File: config.mk
export PLATFORM = sky130hd
export DESIGN_NAME = zero_crossing_period_meter_unit_flat
export DESIGN_NICKNAME = d
export VERILOG_FILES = /design/src/rtl/zcpm_pkg.sv /design/src/rtl/zcpm_in_if.sv /design/src/rtl/zcpm_out_if.sv /design/src/rtl/zcpm_cfg.sv /design/src/rtl/zcpm_div.sv /design/src/rtl/zcpm_win.sv /design/src/rtl/zero_crossing_period_meter_unit.sv /design/src/flat_wrapper.sv
export SDC_FILE = /design/constraint.sdc
export NUM_CORES = 2
export LEC_CHECK = 0
export ABC_AREA = 1
export BUFFER_PORTS_ARGS = -buffer_cell sky130_fd_sc_hd__buf_2
export CORE_MARGIN = 2
export CORE_UTILIZATION = 55
export CTS_BUF_LIST = sky130_fd_sc_hd__clkbuf_16
export DETAILED_ROUTE_END_ITERATION = 6
export PLACE_DENSITY = 0.72
export SYNTH_ARGS = -nofsm -noshare
export SYNTH_HDL_FRONTEND = slang
export SYNTH_SLANG_ARGS = --single-unit
File: constraint.sdc
create_clock -name clk -period 8.8 [get_ports clk]
set_input_delay 0.88 -clock clk [delete_from_list [all_inputs] [get_ports clk]]
set_output_delay 0.88 -clock clk [all_outputs]
set_load 0.01 [all_outputs]
File: src/rtl/zcpm_pkg.sv
// ----------------------------------------------------------------------------
// zcpm_pkg
// Shared widths, codes and types of the zero crossing period meter.
// ----------------------------------------------------------------------------
package zcpm_pkg;

    localparam int MAX_PERIODS_DEF   = 256;
    localparam int STABLE_WINDOW_DEF = 5;

    localparam int REQ_W      = 2;
    localparam int SAMPLE_W   = 16;
    localparam int PERIOD_W   = 48;
    localparam int TOTAL_W    = 56;
    localparam int STATUS_W   = 3;
    localparam int COUNT_W    = 9;
    localparam int CFG_W      = 8;
    localparam int FRAC_W     = 16;
    localparam int INDEX_W    = 32;
    localparam int POS_W      = INDEX_W + 1 + FRAC_W;
    localparam int DEN_W      = SAMPLE_W + 1;
    localparam int QUO_W      = FRAC_W + 1;
    localparam int REM_W      = DEN_W + 1;
    localparam int APB_ADDR_W = 3;
    localparam int APB_DATA_W = 32;

    localparam logic [REQ_W-1:0] REQ_SAMPLE = 2'd0;
    localparam logic [REQ_W-1:0] REQ_START  = 2'd1;
    localparam logic [REQ_W-1:0] REQ_STOP   = 2'd2;

    localparam logic [STATUS_W-1:0] ST_IDLE     = 3'd0;
    localparam logic [STATUS_W-1:0] ST_SETTLING = 3'd1;
    localparam logic [STATUS_W-1:0] ST_STABLE   = 3'd2;
    localparam logic [STATUS_W-1:0] ST_DONE     = 3'd3;
    localparam logic [STATUS_W-1:0] ST_FAILED   = 3'd4;

    localparam logic [CFG_W-1:0] NPS_RESET = 8'd10;
    localparam logic [APB_ADDR_W-3:0] REG_NPS = '0;

    localparam logic signed [POS_W-1:0] POS_START =
        {{(POS_W-FRAC_W){1'b1}}, {FRAC_W{1'b0}}};

    typedef struct packed {
        logic clear;
        logic push;
        logic check;
    } win_ctrl_t;

    typedef struct packed {
        logic done;
        logic stable;
    } win_stat_t;

endpackage

File: src/rtl/zcpm_in_if.sv
// ----------------------------------------------------------------------------
// zcpm_in_if
// Request channel: audio samples, start and stop requests.
// ----------------------------------------------------------------------------
interface zcpm_in_if;
    import zcpm_pkg::*;

    logic                       valid;
    logic                       ready;
    logic [REQ_W-1:0]           req_type;
    logic signed [SAMPLE_W-1:0] sample;

    modport source (output valid, req_type, sample, input ready);
    modport sink (input valid, req_type, sample, output ready);
endinterface

File: src/rtl/zcpm_out_if.sv
// ----------------------------------------------------------------------------
// zcpm_out_if
// Result channel: crossing, period and measurement status.
// ----------------------------------------------------------------------------
interface zcpm_out_if;
    import zcpm_pkg::*;

    logic                  valid;
    logic                  ready;
    logic                  crossing;
    logic [PERIOD_W-1:0]   period;
    logic                  period_counts;
    logic [STATUS_W-1:0]   status;
    logic [COUNT_W-1:0]    valid_count;
    logic [TOTAL_W-1:0]    period_total;

    modport source (output valid, crossing, period, period_counts, status,
                    valid_count, period_total, input ready);
    modport sink (input valid, crossing, period, period_counts, status,
                  valid_count, period_total, output ready);
endinterface

File: src/rtl/zcpm_cfg.sv
// ----------------------------------------------------------------------------
// zcpm_cfg
// APB register file holding the number of valid periods to collect.
// ----------------------------------------------------------------------------
module zcpm_cfg (
    input  logic                            clk,
    input  logic                            rst_n,
    input  logic                            psel,
    input  logic                            penable,
    input  logic                            pwrite,
    input  logic [zcpm_pkg::APB_ADDR_W-1:0] paddr,
    input  logic [zcpm_pkg::APB_DATA_W-1:0] pwdata,
    output logic [zcpm_pkg::APB_DATA_W-1:0] prdata,
    output logic                            pready,
    output logic [zcpm_pkg::CFG_W-1:0]      num_period_samples
);
    import zcpm_pkg::*;

    logic [CFG_W-1:0] nps_reg;
    logic             hit;

    assign hit    = (paddr[APB_ADDR_W-1:2] == REG_NPS);
    assign pready = 1'b1;
    assign prdata = hit ? {{(APB_DATA_W-CFG_W){1'b0}}, nps_reg} : '0;
    assign num_period_samples = nps_reg;

    always_ff @(posedge clk or negedge rst_n)
    begin
        if (!rst_n)
        begin
            nps_reg <= NPS_RESET;
        end
        else if (psel && penable && pwrite && hit)
        begin
            nps_reg <= pwdata[CFG_W-1:0];
        end
    end
endmodule

File: src/rtl/zcpm_div.sv
// ----------------------------------------------------------------------------
// zcpm_div
// Restoring divider producing the crossing fraction one bit per cycle.
// ----------------------------------------------------------------------------
module zcpm_div (
    input  logic                          clk,
    input  logic                          rst_n,
    input  logic                          start,
    input  logic [zcpm_pkg::SAMPLE_W-1:0] num_hi,
    input  logic [zcpm_pkg::DEN_W-1:0]    den,
    output logic [zcpm_pkg::QUO_W-1:0]    quot,
    output logic                          done
);
    import zcpm_pkg::*;

    localparam int CNT_W = $clog2(QUO_W);

    logic [REM_W-1:0] rem_reg;
    logic [QUO_W-1:0] quot_reg;
    logic [DEN_W-1:0] den_reg;
    logic [CNT_W-1:0] cnt_reg;
    logic             busy_reg;
    logic             done_reg;
    logic             ge;
    logic [REM_W-1:0] rem_sub;

    assign ge      = (rem_reg >= {1'b0, den_reg});
    assign rem_sub = ge ? (rem_reg - {1'b0, den_reg}) : rem_reg;
    assign quot    = quot_reg;
    assign done    = done_reg;

    always_ff @(posedge clk or negedge rst_n)
    begin
        if (!rst_n)
        begin
            busy_reg <= 1'b0;
            done_reg <= 1'b0;
            cnt_reg  <= '0;
        end
        else
        begin
            done_reg <= 1'b0;
            if (start)
            begin
                busy_reg <= 1'b1;
                cnt_reg  <= '0;
            end
            else if (busy_reg)
            begin
                if (cnt_reg == CNT_W'(QUO_W - 1))
                begin
                    busy_reg <= 1'b0;
                    done_reg <= 1'b1;
                end
                cnt_reg <= cnt_reg + 1'b1;
            end
        end
    end

    always_ff @(posedge clk)
    begin
        if (start)
        begin
            rem_reg  <= {{(REM_W-SAMPLE_W){1'b0}}, num_hi};
            den_reg  <= den;
            quot_reg <= '0;
        end
        else if (busy_reg)
        begin
            rem_reg  <= {rem_sub[REM_W-2:0], 1'b0};
            quot_reg <= {quot_reg[QUO_W-2:0], ge};
        end
    end
endmodule

File: src/rtl/zcpm_win.sv
// ----------------------------------------------------------------------------
// zcpm_win
// Window of recent periods and a sequential stability checker.
// ----------------------------------------------------------------------------
module zcpm_win #(
    parameter int STABLE_WINDOW = zcpm_pkg::STABLE_WINDOW_DEF
) (
    input  logic                          clk,
    input  logic                          rst_n,
    input  zcpm_pkg::win_ctrl_t           ctrl,
    input  logic [zcpm_pkg::PERIOD_W-1:0] period,
    output zcpm_pkg::win_stat_t           stat
);
    import zcpm_pkg::*;

    localparam int IDX_W = $clog2(STABLE_WINDOW);
    localparam int SUM_W = PERIOD_W + $clog2(STABLE_WINDOW);
    localparam int TEN_W = SUM_W + 4;
    localparam logic [SUM_W-1:0] W_C = SUM_W'(STABLE_WINDOW);
    localparam logic [IDX_W-1:0] LAST_IDX = IDX_W'(STABLE_WINDOW - 1);

    localparam logic [1:0] P_IDLE = 2'd0;
    localparam logic [1:0] P_SUM  = 2'd1;
    localparam logic [1:0] P_DEV  = 2'd2;
    localparam logic [1:0] P_CMP  = 2'd3;

    logic [PERIOD_W-1:0] recent_reg [STABLE_WINDOW];
    logic [1:0]          phase_reg;
    logic [IDX_W-1:0]    idx_reg;
    logic [SUM_W-1:0]    sum_reg;
    logic [SUM_W-1:0]    dev_reg;
    logic                done_reg;
    logic                stable_reg;
    logic [SUM_W-1:0]    cur;
    logic [SUM_W-1:0]    scaled;
    logic [SUM_W-1:0]    dev;
    logic [TEN_W-1:0]    ten_dev;

    assign cur     = SUM_W'(recent_reg[idx_reg]);
    assign scaled  = cur * W_C;
    assign dev     = (scaled >= sum_reg) ? (scaled - sum_reg) : (sum_reg - scaled);
    assign ten_dev = {dev_reg, 3'b000} + {2'b00, dev_reg, 1'b0};

    assign stat.done   = done_reg;
    assign stat.stable = stable_reg;

    always_ff @(posedge clk or negedge rst_n)
    begin
        if (!rst_n)
        begin
            for (int i = 0; i < STABLE_WINDOW; i++)
            begin
                recent_reg[i] <= '0;
            end
        end
        else if (ctrl.clear)
        begin
            for (int i = 0; i < STABLE_WINDOW; i++)
            begin
                recent_reg[i] <= '0;
            end
        end
        else if (ctrl.push)
        begin
            for (int i = 0; i < STABLE_WINDOW - 1; i++)
            begin
                recent_reg[i] <= recent_reg[i+1];
            end
            recent_reg[STABLE_WINDOW-1] <= period;
        end
    end

    always_ff @(posedge clk or negedge rst_n)
    begin
        if (!rst_n)
        begin
            phase_reg  <= P_IDLE;
            idx_reg    <= '0;
            done_reg   <= 1'b0;
            stable_reg <= 1'b0;
        end
        else
        begin
            done_reg <= 1'b0;
            case (phase_reg)
                P_IDLE:
                begin
                    if (ctrl.check)
                    begin
                        phase_reg <= P_SUM;
                        idx_reg   <= '0;
                    end
                end
                P_SUM:
                begin
                    if (idx_reg == LAST_IDX)
                    begin
                        idx_reg   <= '0;
                        phase_reg <= P_DEV;
                    end
                    else
                    begin
                        idx_reg <= idx_reg + 1'b1;
                    end
                end
                P_DEV:
                begin
                    phase_reg <= P_CMP;
                end
                P_CMP:
                begin
                    if (ten_dev >= TEN_W'(sum_reg))
                    begin
                        stable_reg <= 1'b0;
                        done_reg   <= 1'b1;
                        phase_reg  <= P_IDLE;
                    end
                    else if (idx_reg == LAST_IDX)
                    begin
                        stable_reg <= 1'b1;
                        done_reg   <= 1'b1;
                        phase_reg  <= P_IDLE;
                    end
                    else
                    begin
                        idx_reg   <= idx_reg + 1'b1;
                        phase_reg <= P_DEV;
                    end
                end
                default:
                begin
                    phase_reg <= P_IDLE;
                end
            endcase
        end
    end

    always_ff @(posedge clk)
    begin
        if (phase_reg == P_IDLE && ctrl.check)
        begin
            sum_reg <= '0;
        end
        else if (phase_reg == P_SUM)
        begin
            sum_reg <= sum_reg + cur;
        end
        if (phase_reg == P_DEV)
        begin
            dev_reg <= dev;
        end
    end
endmodule

File: src/rtl/zero_crossing_period_meter_unit.sv
// ----------------------------------------------------------------------------
// zero_crossing_period_meter_unit
// Measures signal period from interpolated rising zero crossings.
// ----------------------------------------------------------------------------
// Each beat on in_ch is an audio sample, a start request or a stop request.
// Every accepted beat yields exactly one beat on out_ch with the crossing
// flag, the period in samples with 16 fraction bits, and the measurement
// status, count and saturating total.
// A start, a stop, the unused code or an ignored sample goes straight to the
// result. A measured sample without a crossing passes the update and finish
// steps first. A crossing runs the divider, one quotient bit per cycle, then
// forms the position and the period, adds the period to the total while
// stable, and passes the update and finish steps. While settling with more
// than STABLE_WINDOW stored periods, the update step also starts the
// stability checker, which sums the window, tests each deviation in turn,
// stops at the first that fails and hands its verdict back. The next beat
// is accepted in the cycle after the result leaves.
// One beat is in work at a time: in_ch.ready is high only while the unit
// waits for a beat, and the result is held until out_ch takes it.
// Reset clears the state and sets num_period_samples to 10; the APB port
// writes it, and the user must do so only while the unit is idle, which
// the unit itself does not enforce.
// ----------------------------------------------------------------------------
module zero_crossing_period_meter_unit #(
    parameter int MAX_PERIODS   = zcpm_pkg::MAX_PERIODS_DEF,
    parameter int STABLE_WINDOW = zcpm_pkg::STABLE_WINDOW_DEF
) (
    input  logic                            clk,
    input  logic                            rst_n,
    zcpm_in_if.sink                         in_ch,
    zcpm_out_if.source                      out_ch,
    input  logic                            psel,
    input  logic                            penable,
    input  logic                            pwrite,
    input  logic [zcpm_pkg::APB_ADDR_W-1:0] paddr,
    input  logic [zcpm_pkg::APB_DATA_W-1:0] pwdata,
    output logic [zcpm_pkg::APB_DATA_W-1:0] prdata,
    output logic                            pready
);
    import zcpm_pkg::*;

    localparam int STORE_W = $clog2(MAX_PERIODS + 1);

    localparam logic [3:0] S_IDLE = 4'd0;
    localparam logic [3:0] S_DIV  = 4'd1;
    localparam logic [3:0] S_POS  = 4'd2;
    localparam logic [3:0] S_PER  = 4'd3;
    localparam logic [3:0] S_ACC  = 4'd4;
    localparam logic [3:0] S_UPD  = 4'd5;
    localparam logic [3:0] S_CHK  = 4'd6;
    localparam logic [3:0] S_FIN  = 4'd7;
    localparam logic [3:0] S_OUT  = 4'd8;

    logic [3:0]                 state_reg, state_next;
    logic signed [SAMPLE_W-1:0] smp_reg, smp_next;
    logic signed [SAMPLE_W-1:0] prev_sample_reg, prev_sample_next;
    logic [INDEX_W-1:0]         index_reg, index_next;
    logic signed [POS_W-1:0]    prev_pos_reg, prev_pos_next;
    logic signed [POS_W-1:0]    pos_reg, pos_next;
    logic [STORE_W-1:0]         stored_reg, stored_next;
    logic [STATUS_W-1:0]        status_reg, status_next;
    logic [TOTAL_W-1:0]         total_reg, total_next;
    logic [COUNT_W-1:0]         vcount_reg, vcount_next;
    logic                       crossing_reg, crossing_next;
    logic [PERIOD_W-1:0]        period_reg, period_next;
    logic                       counts_reg, counts_next;

    logic [CFG_W-1:0]           nps;
    logic                       accept;
    logic                       measuring;
    logic                       div_start;
    logic [SAMPLE_W-1:0]        div_num;
    logic [DEN_W-1:0]           div_den;
    logic [QUO_W-1:0]           div_quot;
    logic                       div_done;
    win_ctrl_t                  win_ctrl;
    win_stat_t                  win_stat;
    logic signed [INDEX_W:0]    idxm1;
    logic signed [POS_W:0]      diff;
    logic [PERIOD_W-1:0]        per_val;
    logic [TOTAL_W:0]           total_sum;

    zcpm_cfg u_cfg (
        .clk                (clk),
        .rst_n              (rst_n),
        .psel               (psel),
        .penable            (penable),
        .pwrite             (pwrite),
        .paddr              (paddr),
        .pwdata             (pwdata),
        .prdata             (prdata),
        .pready             (pready),
        .num_period_samples (nps)
    );

    zcpm_div u_div (
        .clk    (clk),
        .rst_n  (rst_n),
        .start  (div_start),
        .num_hi (div_num),
        .den    (div_den),
        .quot   (div_quot),
        .done   (div_done)
    );

    zcpm_win #(
        .STABLE_WINDOW (STABLE_WINDOW)
    ) u_win (
        .clk    (clk),
        .rst_n  (rst_n),
        .ctrl   (win_ctrl),
        .period (per_val),
        .stat   (win_stat)
    );

    assign in_ch.ready = (state_reg == S_IDLE);
    assign accept      = in_ch.valid && in_ch.ready;
    assign measuring   = (status_reg == ST_SETTLING) || (status_reg == ST_STABLE);

    assign div_num = (~prev_sample_reg) + 1'b1;
    assign div_den = {in_ch.sample[SAMPLE_W-1], in_ch.sample}
                     - {prev_sample_reg[SAMPLE_W-1], prev_sample_reg};

    assign idxm1 = $signed({1'b0, index_reg}) - $signed((INDEX_W+1)'(1));
    assign diff  = $signed({pos_reg[POS_W-1], pos_reg})
                   - $signed({prev_pos_reg[POS_W-1], prev_pos_reg});
    assign per_val   = diff[POS_W] ? '0 : diff[PERIOD_W-1:0];
    assign total_sum = {1'b0, total_reg} + (TOTAL_W+1)'(period_reg);

    assign out_ch.valid         = (state_reg == S_OUT);
    assign out_ch.crossing      = crossing_reg;
    assign out_ch.period        = period_reg;
    assign out_ch.period_counts = counts_reg;
    assign out_ch.status        = status_reg;
    assign out_ch.valid_count   = vcount_reg;
    assign out_ch.period_total  = total_reg;

    always_comb
    begin
        state_next       = state_reg;
        smp_next         = smp_reg;
        prev_sample_next = prev_sample_reg;
        index_next       = index_reg;
        prev_pos_next    = prev_pos_reg;
        pos_next         = pos_reg;
        stored_next      = stored_reg;
        status_next      = status_reg;
        total_next       = total_reg;
        vcount_next      = vcount_reg;
        crossing_next    = crossing_reg;
        period_next      = period_reg;
        counts_next      = counts_reg;
        div_start        = 1'b0;
        win_ctrl         = '0;

        case (state_reg)
            S_IDLE:
            begin
                if (accept)
                begin
                    smp_next      = in_ch.sample;
                    crossing_next = 1'b0;
                    period_next   = '0;
                    counts_next   = 1'b0;
                    state_next    = S_OUT;
                    case (in_ch.req_type)
                        REQ_START:
                        begin
                            index_next     = '0;
                            prev_pos_next  = POS_START;
                            stored_next    = '0;
                            total_next     = '0;
                            vcount_next    = '0;
                            status_next    = ST_SETTLING;
                            win_ctrl.clear = 1'b1;
                        end
                        REQ_STOP:
                        begin
                            status_next = ST_IDLE;
                        end
                        REQ_SAMPLE:
                        begin
                            if (measuring)
                            begin
                                if (prev_sample_reg[SAMPLE_W-1] && !in_ch.sample[SAMPLE_W-1]
                                    && (32'(stored_reg) < 32'(MAX_PERIODS)))
                                begin
                                    div_start  = 1'b1;
                                    state_next = S_DIV;
                                end
                                else
                                begin
                                    state_next = S_UPD;
                                end
                            end
                        end
                        default:
                        begin
                            state_next = S_OUT;
                        end
                    endcase
                end
            end
            S_DIV:
            begin
                if (div_done)
                begin
                    state_next = S_POS;
                end
            end
            S_POS:
            begin
                pos_next   = $signed({idxm1, {FRAC_W{1'b0}}})
                             + $signed({{(POS_W-QUO_W){1'b0}}, div_quot});
                state_next = S_PER;
            end
            S_PER:
            begin
                period_next   = per_val;
                crossing_next = 1'b1;
                win_ctrl.push = 1'b1;
                stored_next   = stored_reg + 1'b1;
                prev_pos_next = pos_reg;
                if (status_reg == ST_STABLE)
                begin
                    vcount_next = vcount_reg + 1'b1;
                    counts_next = 1'b1;
                    state_next  = S_ACC;
                end
                else
                begin
                    state_next = S_UPD;
                end
            end
            S_ACC:
            begin
                total_next = total_sum[TOTAL_W] ? {TOTAL_W{1'b1}} : total_sum[TOTAL_W-1:0];
                state_next = S_UPD;
            end
            S_UPD:
            begin
                prev_sample_next = smp_reg;
                if (index_reg != {INDEX_W{1'b1}})
                begin
                    index_next = index_reg + 1'b1;
                end
                if ((status_reg == ST_SETTLING)
                    && (32'(stored_reg) > 32'(STABLE_WINDOW)))
                begin
                    win_ctrl.check = 1'b1;
                    state_next     = S_CHK;
                end
                else
                begin
                    state_next = S_FIN;
                end
            end
            S_CHK:
            begin
                if (win_stat.done)
                begin
                    if (win_stat.stable)
                    begin
                        status_next = ST_STABLE;
                    end
                    state_next = S_FIN;
                end
            end
            S_FIN:
            begin
                if ((status_reg == ST_STABLE) && (vcount_reg > {1'b0, nps}))
                begin
                    status_next = ST_DONE;
                end
                else if ((status_reg != ST_STABLE)
                         && (32'(stored_reg) >= 32'(MAX_PERIODS)))
                begin
                    status_next = ST_FAILED;
                end
                state_next = S_OUT;
            end
            S_OUT:
            begin
                if (out_ch.ready)
                begin
                    state_next = S_IDLE;
                end
            end
            default:
            begin
                state_next = S_IDLE;
            end
        endcase
    end

    always_ff @(posedge clk or negedge rst_n)
    begin
        if (!rst_n)
        begin
            state_reg       <= S_IDLE;
            prev_sample_reg <= '0;
            index_reg       <= '0;
            prev_pos_reg    <= POS_START;
            stored_reg      <= '0;
            status_reg      <= ST_IDLE;
            total_reg       <= '0;
            vcount_reg      <= '0;
        end
        else
        begin
            state_reg       <= state_next;
            prev_sample_reg <= prev_sample_next;
            index_reg       <= index_next;
            prev_pos_reg    <= prev_pos_next;
            stored_reg      <= stored_next;
            status_reg      <= status_next;
            total_reg       <= total_next;
            vcount_reg      <= vcount_next;
        end
    end

    always_ff @(posedge clk)
    begin
        smp_reg      <= smp_next;
        pos_reg      <= pos_next;
        crossing_reg <= crossing_next;
        period_reg   <= period_next;
        counts_reg   <= counts_next;
    end
endmodule

File: src/flat_wrapper.sv
// flat-port wrapper written by rule: the top's interface ports become plain ports
module zero_crossing_period_meter_unit_flat import zcpm_pkg::*;
#(
    parameter int MAX_PERIODS   = zcpm_pkg::MAX_PERIODS_DEF,
    parameter int STABLE_WINDOW = zcpm_pkg::STABLE_WINDOW_DEF
)
  (clk, rst_n, psel, penable, pwrite, paddr, pwdata, prdata, pready, in_ch_valid, in_ch_req_type, in_ch_sample, in_ch_ready, out_ch_valid, out_ch_crossing, out_ch_period, out_ch_period_counts, out_ch_status, out_ch_valid_count, out_ch_period_total, out_ch_ready);
  zcpm_in_if in_ch_i ();
  zcpm_out_if out_ch_i ();
  input  logic clk;
  input  logic rst_n;
  input  logic psel;
  input  logic penable;
  input  logic pwrite;
  input  logic [zcpm_pkg::APB_ADDR_W-1:0] paddr;
  input  logic [zcpm_pkg::APB_DATA_W-1:0] pwdata;
  output logic [zcpm_pkg::APB_DATA_W-1:0] prdata;
  output logic pready;
  input wire logic [$bits(in_ch_i.valid)-1:0] in_ch_valid;
  input wire logic [$bits(in_ch_i.req_type)-1:0] in_ch_req_type;
  input wire logic [$bits(in_ch_i.sample)-1:0] in_ch_sample;
  output wire logic [$bits(in_ch_i.ready)-1:0] in_ch_ready;
  output wire logic [$bits(out_ch_i.valid)-1:0] out_ch_valid;
  output wire logic [$bits(out_ch_i.crossing)-1:0] out_ch_crossing;
  output wire logic [$bits(out_ch_i.period)-1:0] out_ch_period;
  output wire logic [$bits(out_ch_i.period_counts)-1:0] out_ch_period_counts;
  output wire logic [$bits(out_ch_i.status)-1:0] out_ch_status;
  output wire logic [$bits(out_ch_i.valid_count)-1:0] out_ch_valid_count;
  output wire logic [$bits(out_ch_i.period_total)-1:0] out_ch_period_total;
  input wire logic [$bits(out_ch_i.ready)-1:0] out_ch_ready;
  assign in_ch_i.valid = in_ch_valid;
  assign in_ch_i.req_type = in_ch_req_type;
  assign in_ch_i.sample = in_ch_sample;
  assign in_ch_ready = in_ch_i.ready;
  assign out_ch_valid = out_ch_i.valid;
  assign out_ch_crossing = out_ch_i.crossing;
  assign out_ch_period = out_ch_i.period;
  assign out_ch_period_counts = out_ch_i.period_counts;
  assign out_ch_status = out_ch_i.status;
  assign out_ch_valid_count = out_ch_i.valid_count;
  assign out_ch_period_total = out_ch_i.period_total;
  assign out_ch_i.ready = out_ch_ready;
  zero_crossing_period_meter_unit #(.MAX_PERIODS(MAX_PERIODS), .STABLE_WINDOW(STABLE_WINDOW)) u_core (.clk(clk), .rst_n(rst_n), .in_ch(in_ch_i), .out_ch(out_ch_i), .psel(psel), .penable(penable), .pwrite(pwrite), .paddr(paddr), .pwdata(pwdata), .prdata(prdata), .pready(pready));
endmodule
==> results.yml <==
cts:
  cts-root-buf: "clkbuf_16"
  htreeDepth: 3
  post_cts_resized: 0
  post-cts-setup-buffers: 0
  hold_buffers: 0
  cts_made_buffers: 82
  clkSinkCount: 709
  cts_tree: "done"
  cts_max_path_buffers: 3
  clkTransAtPathRegs_ns: 0.06
  clkLatencyLatePin_ns: 0.69
setup_path:
  critPathRequiredTime_ns: 9.16
  criticalPathCategory: "reg -> reg"
  arrival_ns: 8.37
  cp_max_fo: 55
  path_common_cell: "nand2_1"
  worstSetupStartpointType: "flip-flop"
  timing.critical_path.slowest_cell_delay_ns: 0.58
  crit_slowest_cell: "buf_4"
  cp-end-kind: "flip-flop"
synth:
  syn-mean-instance-area_um2: 7.39
  synthArstFlopShare: 0.621
  netlist_area_um2: 56900
  synth_most_common_cell: "nand2_1"
  ys_types: 80
  synth_top_area_frac: 0.178
  ys.flop_type: "dfrtp_1"
  synth_edf_count: 199
  synth-seq-cells: 709
  synthTopCellsByArea: "dfrtp_1 (18%), ha_1 (11%), edfxtp_1 (11%)"
  synth.largest_area_cell: "dfrtp_1"
  yosysSeqAreaShare: 0.324
  synth_common_cells: "nand2_1 (1411), inv_1 (1217), a21oi_1 (725)"
  netlist_instances: 7697
  yosys_warnings: 0
cells_and_area:
  fillers: 9608
  largest_reg_flops: 240
  final_area_um2: 61600
  drive_gt1_frac: 0.0688
  nets: 8347
  fin_cells: 9221
  syn_to_final_growth_pct: 8.32
sta:
  max_clock_freq_ghz: 0.125
  final_max_slew_viol_count: 0
  layout_min_cycle_time_ns: 8.00
  setup_violations: 0
  relSlewSlack: 0.127
  grt_setup_unrepaired: "false"
  fin_crit_sh: 0.910
  finClkSkew_ns: 0.0519
  tns_ns: 0
  finalHoldViolations: 0
  tightest_slew_ns: 1.30
route:
  drcViolationCount: 3
  drt_iter0_markers: 5431
  finalWirelength_mm: 193
  vias_per_cell: 5.78
  antenna_left: 0
  post_drt_wl_per_cell_um: 20.9
  vias: 53300
  drt_pre_antenna_iters: 7
placed_design:
  gp_congestion: 1.02
  dp_hpwl_mm: 154
  dp.cells: 9068
  place_area_um2: 59000
  portBuffers: 161
grt:
  overflow: 0
  grt_use_total: 0.354
  grt_max_degree: 224
  antenna_found_initial: 4
  grt_first_pass_wirelength_mm: 293
  first_global_vias: 50700
status:
  violations: "DRC"
  outcome: "complete, but fails checks"
die:
  placementRows: 117
  die_w_um: 326
  initial_core_util: 0.557
  die_area_um2: 106000
  ios: 213
  core-area_um2: 102000
  die_h_um: 326
run:
  maxCapViolations: 0
min_path:
  min_path_type: "in -> async"
-- worst max-delay path, delay by kind of cell, from the launching register on --
kind,cells,cell delay [ns]
AO/OA/AOI/OAI,10,2.16
XOR/XNOR,1,0.39
AND/OR/NAND/NOR,9,1.32
flip-flops,1,0.57
buffers and inverters,7,2.00
adder cells (fa/ha/maj),3,1.19
-- worst paths after layout --
kind	startpoint	end	slack (ns)	cells after the start
worst max-delay path	u_core.u_win.idx_reg[0]$_DFFE_PN0P_	u_core.u_win.dev_reg[2]$_DFFE_PP_	0.80	30
worst min-delay path	rst_n	u_core.stored_reg[4]$_DFFE_PN0P_	0.16	1
worst max register to register	u_core.u_win.idx_reg[0]$_DFFE_PN0P_	u_core.u_win.dev_reg[2]$_DFFE_PP_	0.80	30
worst min register to register	u_core.u_div.quot[8]$_SDFFE_PP0P_	u_core.pos_reg[8]$_DFFE_PP_	0.43	0
max in group asynchronous	rst_n	u_core.u_win.recent_reg[7]$_DFFE_PN0P_	6.71	3
min in group clk	in_ch_sample[0]	u_core.smp_reg[0]$_DFFE_PP_	0.40	1
-- layout by cell type, fill, tap and decap left out, types with 22 or more instances in the layout --
| master | instances |
|---|---|
| nor2_1 | 689 |
| nand4_1 | 54 |
| clkbuf_16 | 84 |
| a21oi_1 | 725 |
| a31oi_1 | 62 |
| edfxtp_1 | 199 |
| nor4_1 | 41 |
| xor2_1 | 262 |
| xnor2_1 | 118 |
| dfrtp_1 | 402 |
| dfstp_2 | 35 |
| buf_4 | 73 |
| a22oi_1 | 193 |
| buf_2 | 160 |
| o21ai_0 | 467 |
| dfxtp_1 | 70 |
| o31ai_1 | 63 |
| o21bai_1 | 53 |
| nand3_1 | 239 |
| nor3_1 | 102 |
| o21a_1 | 37 |
| o22ai_1 | 41 |
| a21boi_0 | 24 |
| ha_1 | 494 |
| inv_1 | 1235 |
| clkinv_1 | 22 |
| conb_1 | 25 |
| a21o_1 | 67 |
| nand2_1 | 1407 |
| a221o_1 | 50 |
| o21ai_1 | 38 |
| o211ai_1 | 53 |
-- kinds of logic (layout without fill, tap and decap cells) --
| logic type | Yosys count | count (layout) | synth area share |
|---|---|---|---|
| XOR/XNOR | 383 | 383 | 0.0595 |
| other | 2 | 26 | 0.000132 |
| adder cells (fa/ha/maj) | 503 | 503 | 0.112 |
| flip-flops | 709 | 709 | 0.324 |
| AO/OA/AOI/OAI | 1931 | 1931 | 0.202 |
| AND/OR/NAND/NOR | 2671 | 2671 | 0.200 |
| buffers and inverters | 1498 | 1630 | 0.103 |
-- cell type report --
class / instances / area, µm² / area share
Multi-Input combinational cell: 5513 / 32800 / 0.531
Sequential cell: 709 / 18400 / 0.299
Inverter: 1241 / 4660 / 0.0756
Clock buffer: 84 / 2100 / 0.0341
Tap cell: 1368 / 1710 / 0.0278
Timing Repair Buffer: 237 / 1420 / 0.0231
Clock inverter: 68 / 556 / 0.00901
Antenna cell: 1 / 2.50 / 0.0000406
-- per-stage QoR --
step / utilization / hold WS [ns] / worst slack, ns
floorplan: - / 0.408 / 2.72
global placement: 0.577 / 0.410 / 1.12
detailed placement: 0.577 / 0.415 / 0.999
CTS: 0.603 / 0.174 / 0.925
global route: 0.603 / 0.192 / 0.335
finish: 0.603 / 0.156 / 0.796
-- per-layer routing --
metal  wire length (µm)  track usage  up-vias
met5                 13            0        -
met2              85600        0.557     2015
met4               8960        0.150        2
met3              13900       0.0560      355
met1              84300        0.485    25100
li1                   -            -    25900
Power is not shown: default switching activity piles up to over one toggle a cycle in this logic, so the estimate is an artifact.
